<file path="src/hw/rtl/cmq_pkg.sv">
// Package for the cluster motion qualifier.
// Holds the strip and verdict word types, box state type and reason codes.
// No dependencies.
package cmq_pkg;

  localparam int COORD_BITS = 12;
  localparam int FRAC_BITS  = 10;
  localparam int FRAC_SHIFT = 8;
  localparam int IDX_BITS   = 2;
  localparam int CMP_BITS   = COORD_BITS + 4;

  localparam logic [FRAC_BITS-1:0] MIN_FRAC_RESET = '0;
  localparam logic [FRAC_BITS-1:0] MAX_FRAC_RESET = '1;

  typedef logic [COORD_BITS-1:0] coord_t;
  typedef logic [FRAC_BITS-1:0]  frac_t;

  typedef enum logic [IDX_BITS-1:0] {
    REG_MIN_MOTION = 2'd0,
    REG_MAX_MOTION = 2'd1
  } reg_index_t;

  typedef enum logic [2:0] {
    REASON_OK        = 3'd0,
    REASON_EMPTY     = 3'd1,
    REASON_LEFT      = 3'd2,
    REASON_RIGHT     = 3'd3,
    REASON_GAP1_LOW  = 3'd4,
    REASON_GAP1_HIGH = 3'd5,
    REASON_GAP2_LOW  = 3'd6,
    REASON_GAP2_HIGH = 3'd7
  } reason_t;

  typedef struct packed {
    coord_t     strip_x;
    coord_t     strip_y;
    logic       lit_in_first;
    logic       lit_in_second;
    logic       last_strip;
    coord_t     cluster_left_x;
    coord_t     cluster_right_x;
  } strip_word_t;

  typedef struct packed {
    logic       is_object;
    logic [2:0] reject_reason;
    coord_t     object_center_x;
    coord_t     object_center_y;
    coord_t     previous_center_x;
    coord_t     previous_center_y;
  } verdict_word_t;

  typedef struct packed {
    coord_t min_x;
    coord_t min_y;
    coord_t max_x;
    coord_t max_y;
    logic   seen;
  } box_t;

  typedef struct packed {
    logic advance;
    logic last;
  } step_ctl_t;

  localparam box_t BOX_EMPTY = '{min_x: '1, min_y: '1, max_x: '0, max_y: '0, seen: 1'b0};

endpackage

</file>
<file path="src/hw/rtl/cluster_motion_qualifier_core.sv">
// Top level of the cluster motion qualifier.
// Instantiates cmq_box_tracker and cmq_verdict; depends on cmq_pkg.
//
// Strips of one cluster arrive in order on the strip channel, one word per
// strip, accepted when strip_valid is high and strip_stall is low. Each word
// lands in an input register and is folded into the two bounding boxes once
// it advances. The word that carries last_strip also produces one verdict word
// on the verdict channel; other strips produce nothing.
// A verdict passes through the input register and then the verdict register
// on its way to the verdict channel. One strip can be accepted every cycle;
// the only limit is the verdict register, which holds one word.
// When the receiver stalls with a verdict waiting, strips that do not end a
// cluster keep flowing; a final strip waits in the input register, and only
// then is strip_stall raised.
// The configuration channel is always ready; index 0 writes the minimum and
// index 1 the maximum motion fraction, other indexes are ignored. Write it
// only while the block is idle.
// Reset is synchronous: it empties both registers and both boxes and restores
// the motion fractions to their defaults.
module cluster_motion_qualifier_core (
  input  logic                     clk,
  input  logic                     rst,
  input  logic                     strip_valid,
  output logic                     strip_stall,
  input  cmq_pkg::strip_word_t     strip,
  output logic                     verdict_valid,
  input  logic                     verdict_stall,
  output cmq_pkg::verdict_word_t   verdict,
  input  logic                     cfg_valid,
  output logic                     cfg_ready,
  input  logic [cmq_pkg::IDX_BITS-1:0] cfg_index,
  input  logic [cmq_pkg::FRAC_BITS-1:0] cfg_data
);
  import cmq_pkg::*;

  strip_word_t   held;
  logic          held_valid;
  frac_t         min_frac;
  frac_t         max_frac;
  step_ctl_t     ctl;
  box_t          first_box;
  box_t          second_box;
  verdict_word_t verdict_next;
  logic          out_free;

  assign out_free    = !verdict_valid || !verdict_stall;
  assign ctl.advance = held_valid && (!held.last_strip || out_free);
  assign ctl.last    = held.last_strip;
  assign strip_stall = held_valid && !ctl.advance;
  assign cfg_ready   = 1'b1;

  always_ff @(posedge clk) begin
    if (rst) begin
      held_valid <= 1'b0;
    end else if (!strip_stall) begin
      held_valid <= strip_valid;
    end
    if (!strip_stall && strip_valid) begin
      held <= strip;
    end
  end

  always_ff @(posedge clk) begin
    if (rst) begin
      min_frac <= MIN_FRAC_RESET;
      max_frac <= MAX_FRAC_RESET;
    end else if (cfg_valid && cfg_ready) begin
      if (cfg_index == REG_MIN_MOTION) min_frac <= cfg_data;
      if (cfg_index == REG_MAX_MOTION) max_frac <= cfg_data;
    end
  end

  cmq_box_tracker u_boxes (
    .clk        (clk),
    .rst        (rst),
    .ctl        (ctl),
    .word       (held),
    .first_box  (first_box),
    .second_box (second_box)
  );

  cmq_verdict u_verdict (
    .first_box  (first_box),
    .second_box (second_box),
    .left_x     (held.cluster_left_x),
    .right_x    (held.cluster_right_x),
    .min_frac   (min_frac),
    .max_frac   (max_frac),
    .verdict    (verdict_next)
  );

  always_ff @(posedge clk) begin
    if (rst) begin
      verdict_valid <= 1'b0;
    end else if (ctl.advance && ctl.last) begin
      verdict_valid <= 1'b1;
    end else if (!verdict_stall) begin
      verdict_valid <= 1'b0;
    end
    if (ctl.advance && ctl.last) begin
      verdict <= verdict_next;
    end
  end

endmodule

</file>
<file path="src/hw/rtl/cmq_box_tracker.sv">
// Bounding box registers for both difference images.
// Presents the boxes widened by the current strip; depends on cmq_pkg.
module cmq_box_tracker (
  input  logic                clk,
  input  logic                rst,
  input  cmq_pkg::step_ctl_t  ctl,
  input  cmq_pkg::strip_word_t word,
  output cmq_pkg::box_t       first_box,
  output cmq_pkg::box_t       second_box
);
  import cmq_pkg::*;

  box_t first_state;
  box_t second_state;

  function automatic box_t widen(input box_t b, input coord_t x, input coord_t y);
    box_t r;
    r = b;
    if (x < b.min_x) r.min_x = x;
    if (y < b.min_y) r.min_y = y;
    if (x > b.max_x) r.max_x = x;
    if (y > b.max_y) r.max_y = y;
    r.seen = 1'b1;
    return r;
  endfunction

  assign first_box  = word.lit_in_first ? widen(first_state, word.strip_x, word.strip_y)
                                        : first_state;
  assign second_box = word.lit_in_second ? widen(second_state, word.strip_x, word.strip_y)
                                         : second_state;

  always_ff @(posedge clk) begin
    if (rst) begin
      first_state  <= BOX_EMPTY;
      second_state <= BOX_EMPTY;
    end else if (ctl.advance) begin
      if (ctl.last) begin
        first_state  <= BOX_EMPTY;
        second_state <= BOX_EMPTY;
      end else begin
        first_state  <= first_box;
        second_state <= second_box;
      end
    end
  end

endmodule

</file>
<file path="src/hw/rtl/cmq_verdict.sv">
// Object test on the two widened boxes of a finished cluster.
// Produces the verdict word; depends on cmq_pkg.
module cmq_verdict (
  input  cmq_pkg::box_t         first_box,
  input  cmq_pkg::box_t         second_box,
  input  cmq_pkg::coord_t       left_x,
  input  cmq_pkg::coord_t       right_x,
  input  cmq_pkg::frac_t        min_frac,
  input  cmq_pkg::frac_t        max_frac,
  output cmq_pkg::verdict_word_t verdict
);
  import cmq_pkg::*;

  localparam int W_BITS    = COORD_BITS + 1;
  localparam int PROD_BITS = FRAC_BITS + COORD_BITS;
  localparam int Q_BITS    = PROD_BITS - FRAC_SHIFT;

  box_t                       box_a;
  box_t                       box_b;
  logic                       empty;
  logic signed [W_BITS-1:0]   width;
  logic        [W_BITS-1:0]   width_abs;
  coord_t                     width_mag;
  logic        [PROD_BITS-1:0] prod_lo;
  logic        [PROD_BITS-1:0] prod_hi;
  logic        [Q_BITS-1:0]   q_lo;
  logic        [Q_BITS-1:0]   q_hi;
  logic signed [CMP_BITS-1:0] lim_lo;
  logic signed [CMP_BITS-1:0] lim_hi;
  logic signed [CMP_BITS-1:0] gap1;
  logic signed [CMP_BITS-1:0] gap2;
  reason_t                    reason;
  logic        [COORD_BITS:0] sum_ax;
  logic        [COORD_BITS:0] sum_ay;
  logic        [COORD_BITS:0] sum_bx;
  logic        [COORD_BITS:0] sum_by;

  always_comb begin
    empty = !(first_box.seen && second_box.seen);
    if (first_box.min_x != left_x) begin
      box_a = second_box;
      box_b = first_box;
    end else begin
      box_a = first_box;
      box_b = second_box;
    end

    width     = $signed({1'b0, right_x}) - $signed({1'b0, left_x});
    width_abs = width[W_BITS-1] ? W_BITS'(-width) : W_BITS'(width);
    width_mag = width_abs[COORD_BITS-1:0];
    prod_lo   = PROD_BITS'(min_frac) * PROD_BITS'(width_mag);
    prod_hi   = PROD_BITS'(max_frac) * PROD_BITS'(width_mag);
    q_lo      = prod_lo[PROD_BITS-1:FRAC_SHIFT];
    q_hi      = prod_hi[PROD_BITS-1:FRAC_SHIFT];
    lim_lo    = width[W_BITS-1] ? -$signed(CMP_BITS'(q_lo)) : $signed(CMP_BITS'(q_lo));
    lim_hi    = width[W_BITS-1] ? -$signed(CMP_BITS'(q_hi)) : $signed(CMP_BITS'(q_hi));

    gap1 = $signed(CMP_BITS'(right_x)) - $signed(CMP_BITS'(box_a.max_x));
    gap2 = $signed(CMP_BITS'(box_b.min_x)) - $signed(CMP_BITS'(left_x));

    if (empty)                      reason = REASON_EMPTY;
    else if (box_a.min_x != left_x)  reason = REASON_LEFT;
    else if (box_b.max_x != right_x) reason = REASON_RIGHT;
    else if (gap1 < lim_lo)          reason = REASON_GAP1_LOW;
    else if (gap1 > lim_hi)          reason = REASON_GAP1_HIGH;
    else if (gap2 < lim_lo)          reason = REASON_GAP2_LOW;
    else if (gap2 > lim_hi)          reason = REASON_GAP2_HIGH;
    else                             reason = REASON_OK;

    sum_ax = {1'b0, box_a.min_x} + {1'b0, box_a.max_x};
    sum_ay = {1'b0, box_a.min_y} + {1'b0, box_a.max_y};
    sum_bx = {1'b0, box_b.min_x} + {1'b0, box_b.max_x};
    sum_by = {1'b0, box_b.min_y} + {1'b0, box_b.max_y};

    verdict.is_object     = (reason == REASON_OK);
    verdict.reject_reason = reason;
    if (empty) begin
      verdict.object_center_x   = '0;
      verdict.object_center_y   = '0;
      verdict.previous_center_x = '0;
      verdict.previous_center_y = '0;
    end else begin
      verdict.object_center_x   = sum_ax[COORD_BITS:1];
      verdict.object_center_y   = sum_ay[COORD_BITS:1];
      verdict.previous_center_x = sum_bx[COORD_BITS:1];
      verdict.previous_center_y = sum_by[COORD_BITS:1];
    end
  end

endmodule

</file>
<file path="config.mk">
export PLATFORM = sky130hd
export DESIGN_NAME = cluster_motion_qualifier_core
export DESIGN_NICKNAME = d
export VERILOG_FILES = /design/src/hw/rtl/cmq_pkg.sv /design/src/hw/rtl/cluster_motion_qualifier_core.sv /design/src/hw/rtl/cmq_box_tracker.sv /design/src/hw/rtl/cmq_verdict.sv
export SDC_FILE = /design/constraint.sdc
export NUM_CORES = 1
export LEC_CHECK = 0
export BUFFER_PORTS_ARGS = -buffer_cell sky130_fd_sc_hd__buf_2
export CORE_ASPECT_RATIO = 0.8
export CORE_UTILIZATION = 55
export DETAILED_ROUTE_END_ITERATION = 10
export PLACE_DENSITY = 0.73
export SYNTH_ARGS = -nofsm -noshare
export SYNTH_HDL_FRONTEND = slang
export SYNTH_SLANG_ARGS = --single-unit
</file>
<file path="constraint.sdc">
create_clock -name clk -period 14.8 [get_ports clk]
set_clock_uncertainty 0.05 [all_clocks]
set_input_delay 0 -clock clk [delete_from_list [all_inputs] [get_ports clk]]
set_output_delay 0 -clock clk [all_outputs]
set_load 0.005 [all_outputs]
</file>
==> results of run 1 <==
[cell usage after synthesis, types with 83 or more instances]
| library cell | n | area share (%) |
|---|---|---|
| inv_1 | 325 | 4.7 |
| nor2_1 | 301 | 4.3 |
| xnor2_1 | 94 | 3.1 |
| nand2_1 | 252 | 3.6 |
| edfxtp_1 | 103 | 12 |
| ha_1 | 343 | 16 |
| dfxtp_1 | 120 | 9.2 |
| o21ai_0 | 83 | 1.6 |
| clkbuf_1 | 134 | 1.9 |
| a21oi_1 | 127 | 2.4 |
| fa_1 | 161 | 12 |
| and2_1 | 122 | 2.9 |
[registers in the layout, indices dropped and copies added (netlist names)]
signal and cells:
u_boxes.first_state 49, u_boxes.second_state 49, min_frac 10, held 50, max_frac 10, held_valid 1
ctl 1, verdict 52, verdict_valid 1
[worst reg2reg max path: cells and delay by family, from the launching register on]
| family | cells | cell delay [ps] |
|---|---|---|
| and+or+nand+nor | 11 | 2930 |
| xor gates and xnor gates | 2 | 480 |
| adders and majority gates | 8 | 3450 |
| AOI/OAI and AO/OA | 18 | 3570 |
| DFF | 1 | 560 |
| muxes | 1 | 230 |
| buffers and inverters | 6 | 640 |
[through the flow]
step	hold WS [ps]	utilization [%]	std cells	area, µm²
floorplan	48.9	-	3095	26200
global placement	126	58.0	3714	27200
detailed placement	128	58.0	3714	27200
CTS	4.57	61.4	3838	28900
global route	78.1	61.4	3838	28900
finish	28.7	61.4	3838	28900
[cells by family (layout without fill, tap and decap cells)]
group,Yosys count,count (layout),share of synthesized area (%)
flops,223,223,21.0
xor+xnor,137,137,4.58
simple gates,992,992,18.3
mux,36,36,1.41
other cells,1,1,0.0143
fa+ha+maj,504,504,28.7
buf+inv,481,604,7.00
compound gates,721,721,19.0
[metal layers]
metal	wire [µm]	part of all wire, %
met3	9110	11
met5	0	0
met4	1650	2.0
met2	33900	42
met1	36600	45
[path summary, 6_finish.rpt]
check	startpoint	end	slack, ps	depth (start not counted)
worst max-delay path	held[13]	verdict[49]	2620	46
worst min register to register	u_boxes.second_state[43]	u_boxes.second_state[43]	460	2
worst min-delay path	cfg_valid	max_frac[4]	30	4
worst max register to register	held[13]	verdict[49]	2620	46
[layout make-up]
type                            instances  area, µm²
Clock buffer                           34        732
Multi-Input combinational cell       2391      18900
Clock inverter                         14        118
Sequential cell                       223       5500
Inverter                              327       1230
Tap cell                              620        776
Fill cell                            4011      18100
Timing Repair Buffer                  229       1610
==> results.py, run 1 <==
metrics = {
    "sta": {
        "worstMarginPinSlew_ps": 1300,
        "rsz0062_at_grt": "false",
        "slew-limit-headroom_pct": 13.2,
        "slew_violations": 0,
        "min_period_over_period_pct": 82.3,
        "setup_ws_ps": 2620,
        "fmax_mhz": 82.1,
        "setup_viol": 0,
        "min_period_ps": 12180,
        "fin_setup_tns_ps": 0,
        "hold_viol": 0,
    },
    "drt": {
        "vias": 23900,
        "ant_nets": 0,
        "drt_iter0_drc": 2399,
        "vias_per_cell": 6.24,
        "drc": 0,
        "dr.pass1.iters": 6,
        "wl_per_cell_um": 21.2,
        "finalWirelength_um": 81200,
    },
    "clock_tree": {
        "clkSinkCount": 223,
        "clk_latency_ps": 570,
        "cts_htree_levels": 1,
        "cts_buffers": 26,
        "cts_hold_buffers": 76,
        "clock_path_buffers": 3,
        "clk_pin_slew_ps": 70,
        "cts_setup_buffers": 0,
        "tritoncts": "done",
        "clock_tree.root_cell": "clkbuf_16",
        "ctsResizeCount": 0,
    },
    "global_routing": {
        "overflow": 0,
        "grt_use_met3_pct": 8.97,
        "grt_max_degree": 74,
        "grt_pass1_wl_um": 129000,
        "grt_pass1_vias": 23100,
        "antenna_found_initial": 1,
        "grt_busiest_layer": "met2",
        "grt_use_met1_pct": 49.5,
        "use_met2_pct": 49.8,
        "grt_use_total_pct": 33.9,
    },
    "floorplanning": {
        "num_rows": 71,
        "fp.coreArea_um2": 47000,
        "die_w_um": 246,
        "die_h_um": 197,
        "io_pins": 123,
        "initial_utilization_pct": 55.7,
        "dieArea_um2": 48500,
    },
    "outcome": {
        "status": "finished clean",
    },
    "worst_setup_path": {
        "path_delay_family": "compound AO/OA/AOI/OAI gates",
        "worst-path-buf-inv": 6,
        "cp-start-kind": "flop",
        "cp.arrival_ps": 12440,
        "critical_path_class": "reg -> reg",
        "required_ps": 15070,
        "critPathMaxFanout": 20,
        "crit_path_frequent_cell": "fa_1",
        "crit_path_end_kind": "flop",
        "slowest_stage": "or4_1",
        "cpPeakStageDelay_ps": 590,
    },
    "logic_synthesis": {
        "synthesis.nets": 3667,
        "yosysUniqueCellTypes": 90,
        "avgSynthCellArea_um2": 8.46,
        "synth_edf_count": 103,
        "yosysWarnings": 0,
        "async_reset_ff_share_pct": 0,
        "synth_cells": 3095,
        "syn_area_um2": 26200,
        "yosysSeqAreaShare_pct": 21.0,
        "synth-seq-cells": 223,
        "yosys_most_used_dff": "dfxtp_1",
    },
    "placement": {
        "gp_congestion": 1.04,
        "io_buffer_count": 121,
        "place_ws_ps": 3080,
        "place_hpwl_um": 63400,
    },
    "finish": {
        "drive_gt1_share_pct": 7.15,
        "final_common_cell": "ha_1",
        "area_delta_synth_final_pct": 10.2,
        "mostFrequentLayoutCells": "ha_1, inv_1, nor2_1",
        "nets": 3770,
        "antenna_cells": 0,
    },
    "hold_path": {
        "hold_path_class": "in -> reg",
    },
    "run": {
        "cap_violations": 0,
    },
}
Power of run 1 is left out: the tool's default activity adds up to more than one toggle a clock period on the data nets, which glitch-free logic cannot reach.
==> run 2: changes to the inputs <==
==> constraint.sdc (replaced) <==
create_clock -name clk -period 11.51 [get_ports clk]
set_clock_uncertainty 0.05 [all_clocks]
set_input_delay 0 -clock clk [delete_from_list [all_inputs] [get_ports clk]]
set_output_delay 0 -clock clk [all_outputs]
set_load 0.005 [all_outputs]
==> run 2 against run 1 <==
Sequential share of layout area fell by 0.42 points; via count rose by 0.16%; flip-flop and latch count did not move; wire length rose by 0.33%; highest routed layer unchanged.
==> results.py, run 2 (synthesis results as in run 1) <==
metrics = {
    "worst_setup_path": {
        "cp-start-kind": "flop",
        "critPathMaxFanout": 8,
        "critical_path_class": "reg -> reg",
        "cpPeakStageDelay_ps": 650,
        "crit_path_end_kind": "flop",
        "required_ps": 11740,
        "slowest_stage": "or4bb_1",
        "crit_path_frequent_cell": "fa_1",
        "cp.arrival_ps": 11350,
    },
    "placement": {
        "dp.cells": 3742,
        "io_buffer_count": 121,
        "place_hpwl_um": 63100,
        "gp_congestion": 1.01,
        "placed_area_um2": 27500,
        "place_ws_ps": 49.8,
    },
    "drt": {
        "ant_nets": 0,
        "drc": 0,
        "vias_per_cell": 6.17,
        "dr.pass1.iters": 5,
        "finalWirelength_um": 81400,
        "drt_iter0_drc": 2468,
        "vias": 24000,
        "wl_per_cell_um": 20.9,
    },
    "global_routing": {
        "grt_pass1_wl_um": 127000,
        "grt_pass1_vias": 23300,
        "overflow": 0,
        "grt_use_total_pct": 33.2,
        "antenna_found_initial": 2,
        "grt_max_degree": 74,
    },
    "finish": {
        "largest_reg_flops": 52,
        "area_delta_synth_final_pct": 12.7,
        "antenna_cells": 0,
        "design_area_um2": 29500,
        "drive_gt1_share_pct": 9.52,
        "regMostFlops": "verdict",
        "final_common_cell": "ha_1",
        "instances_no_fill": 3888,
        "mostFrequentLayoutCells": "ha_1, inv_1, nor2_1",
        "largestRegisters": "verdict: 52 flops, held: 50 flops",
        "nets": 3821,
    },
    "hold_path": {
        "hold_path_class": "in -> reg",
    },
    "floorplanning": {
        "dieArea_um2": 48500,
        "fp.coreArea_um2": 47000,
        "num_rows": 71,
        "die_h_um": 197,
        "io_pins": 123,
        "initial_utilization_pct": 55.7,
        "die_w_um": 246,
    },
    "clock_tree": {
        "clk_latency_ps": 580,
        "clock_path_buffers": 3,
        "cts_htree_levels": 1,
        "tritoncts": "done",
        "cts_buffers": 25,
        "clk_pin_slew_ps": 60,
        "clkSinkCount": 223,
        "clock_tree.root_cell": "clkbuf_16",
    },
    "sta": {
        "min_period_over_period_pct": 96.6,
        "setup_viol": 0,
        "slew-limit-headroom_pct": 17.9,
        "hold_viol": 0,
        "min_period_ps": 11120,
        "slew_violations": 0,
        "fmax_mhz": 89.9,
        "setup_ws_ps": 393,
        "worstMarginPinSlew_ps": 1230,
    },
    "outcome": {
        "status": "finished clean",
    },
    "run": {
        "cap_violations": 0,
    },
}
[run 2: area by class of cell]
type                            count  area (µm²)
Sequential cell                   223        5500
Clock inverter                     12         160
Timing Repair Buffer              281        2020
Inverter                          327        1230
Fill cell                        3935       17500
Tap cell                          620         776
Multi-Input combinational cell   2391       19100
Clock buffer                       34         701
[run 2: metal layers]
layer,share of wire (%),wire length (µm),global-route usage (%)
met1,45,36800,49.6
met2,41,33400,48.1
met3,11,9230,7.17
met4,2.4,1960,8.44
met5,0,0,0
[run 2: worst max-delay path, delay by kind of cell, from the launching register on]
family                   cells  cell delay [ps]
adder cells (fa/ha/maj)      8             3390
AND/OR/NAND/NOR             11             2780
AO/OA/AOI/OAI               11             2500
XOR/XNOR                     5             1100
flip-flops                   1              520
buffers and inverters        3              460
[run 2: metrics by stage]
stage | hold slack, ps | setup TNS (ps) | util (%)
after floorplan | 48.9 | 0 | -
after global placement | 126 | 0 | 58.4
after detailed placement | 128 | 0 | 58.4
after CTS | 0.819 | 0 | 62.1
after global routing | 88.3 | -15.4 | 62.8
final | 51.2 | 0 | 62.8
[run 2: final timing paths]
check | from | to | slack [ps] | cells past startpoint
worst min register to register | u_boxes.second_state[42] | u_boxes.second_state[42] | 460 | 2
worst max register to register | held[13] | verdict[49] | 390 | 38
worst min-delay path | rst | min_frac[6] | 50 | 3
worst max-delay path | held[13] | verdict[49] | 390 | 38
[run 2: what timing repair did]
| item | in CTS | in global routing |
|---|---|---|
| hold endpoints to repair | 73 | 0 |
| setup buffers | 2 | 11 |
| gates resized for setup | 0 | 56 |
| hold buffers | 83 | 0 |
| cloned | 0 | 3 |
| setup endpoints to repair | 1 | 4 |
| pin swaps | 0 | 9 |
Power of run 2 is left out for the same reason.
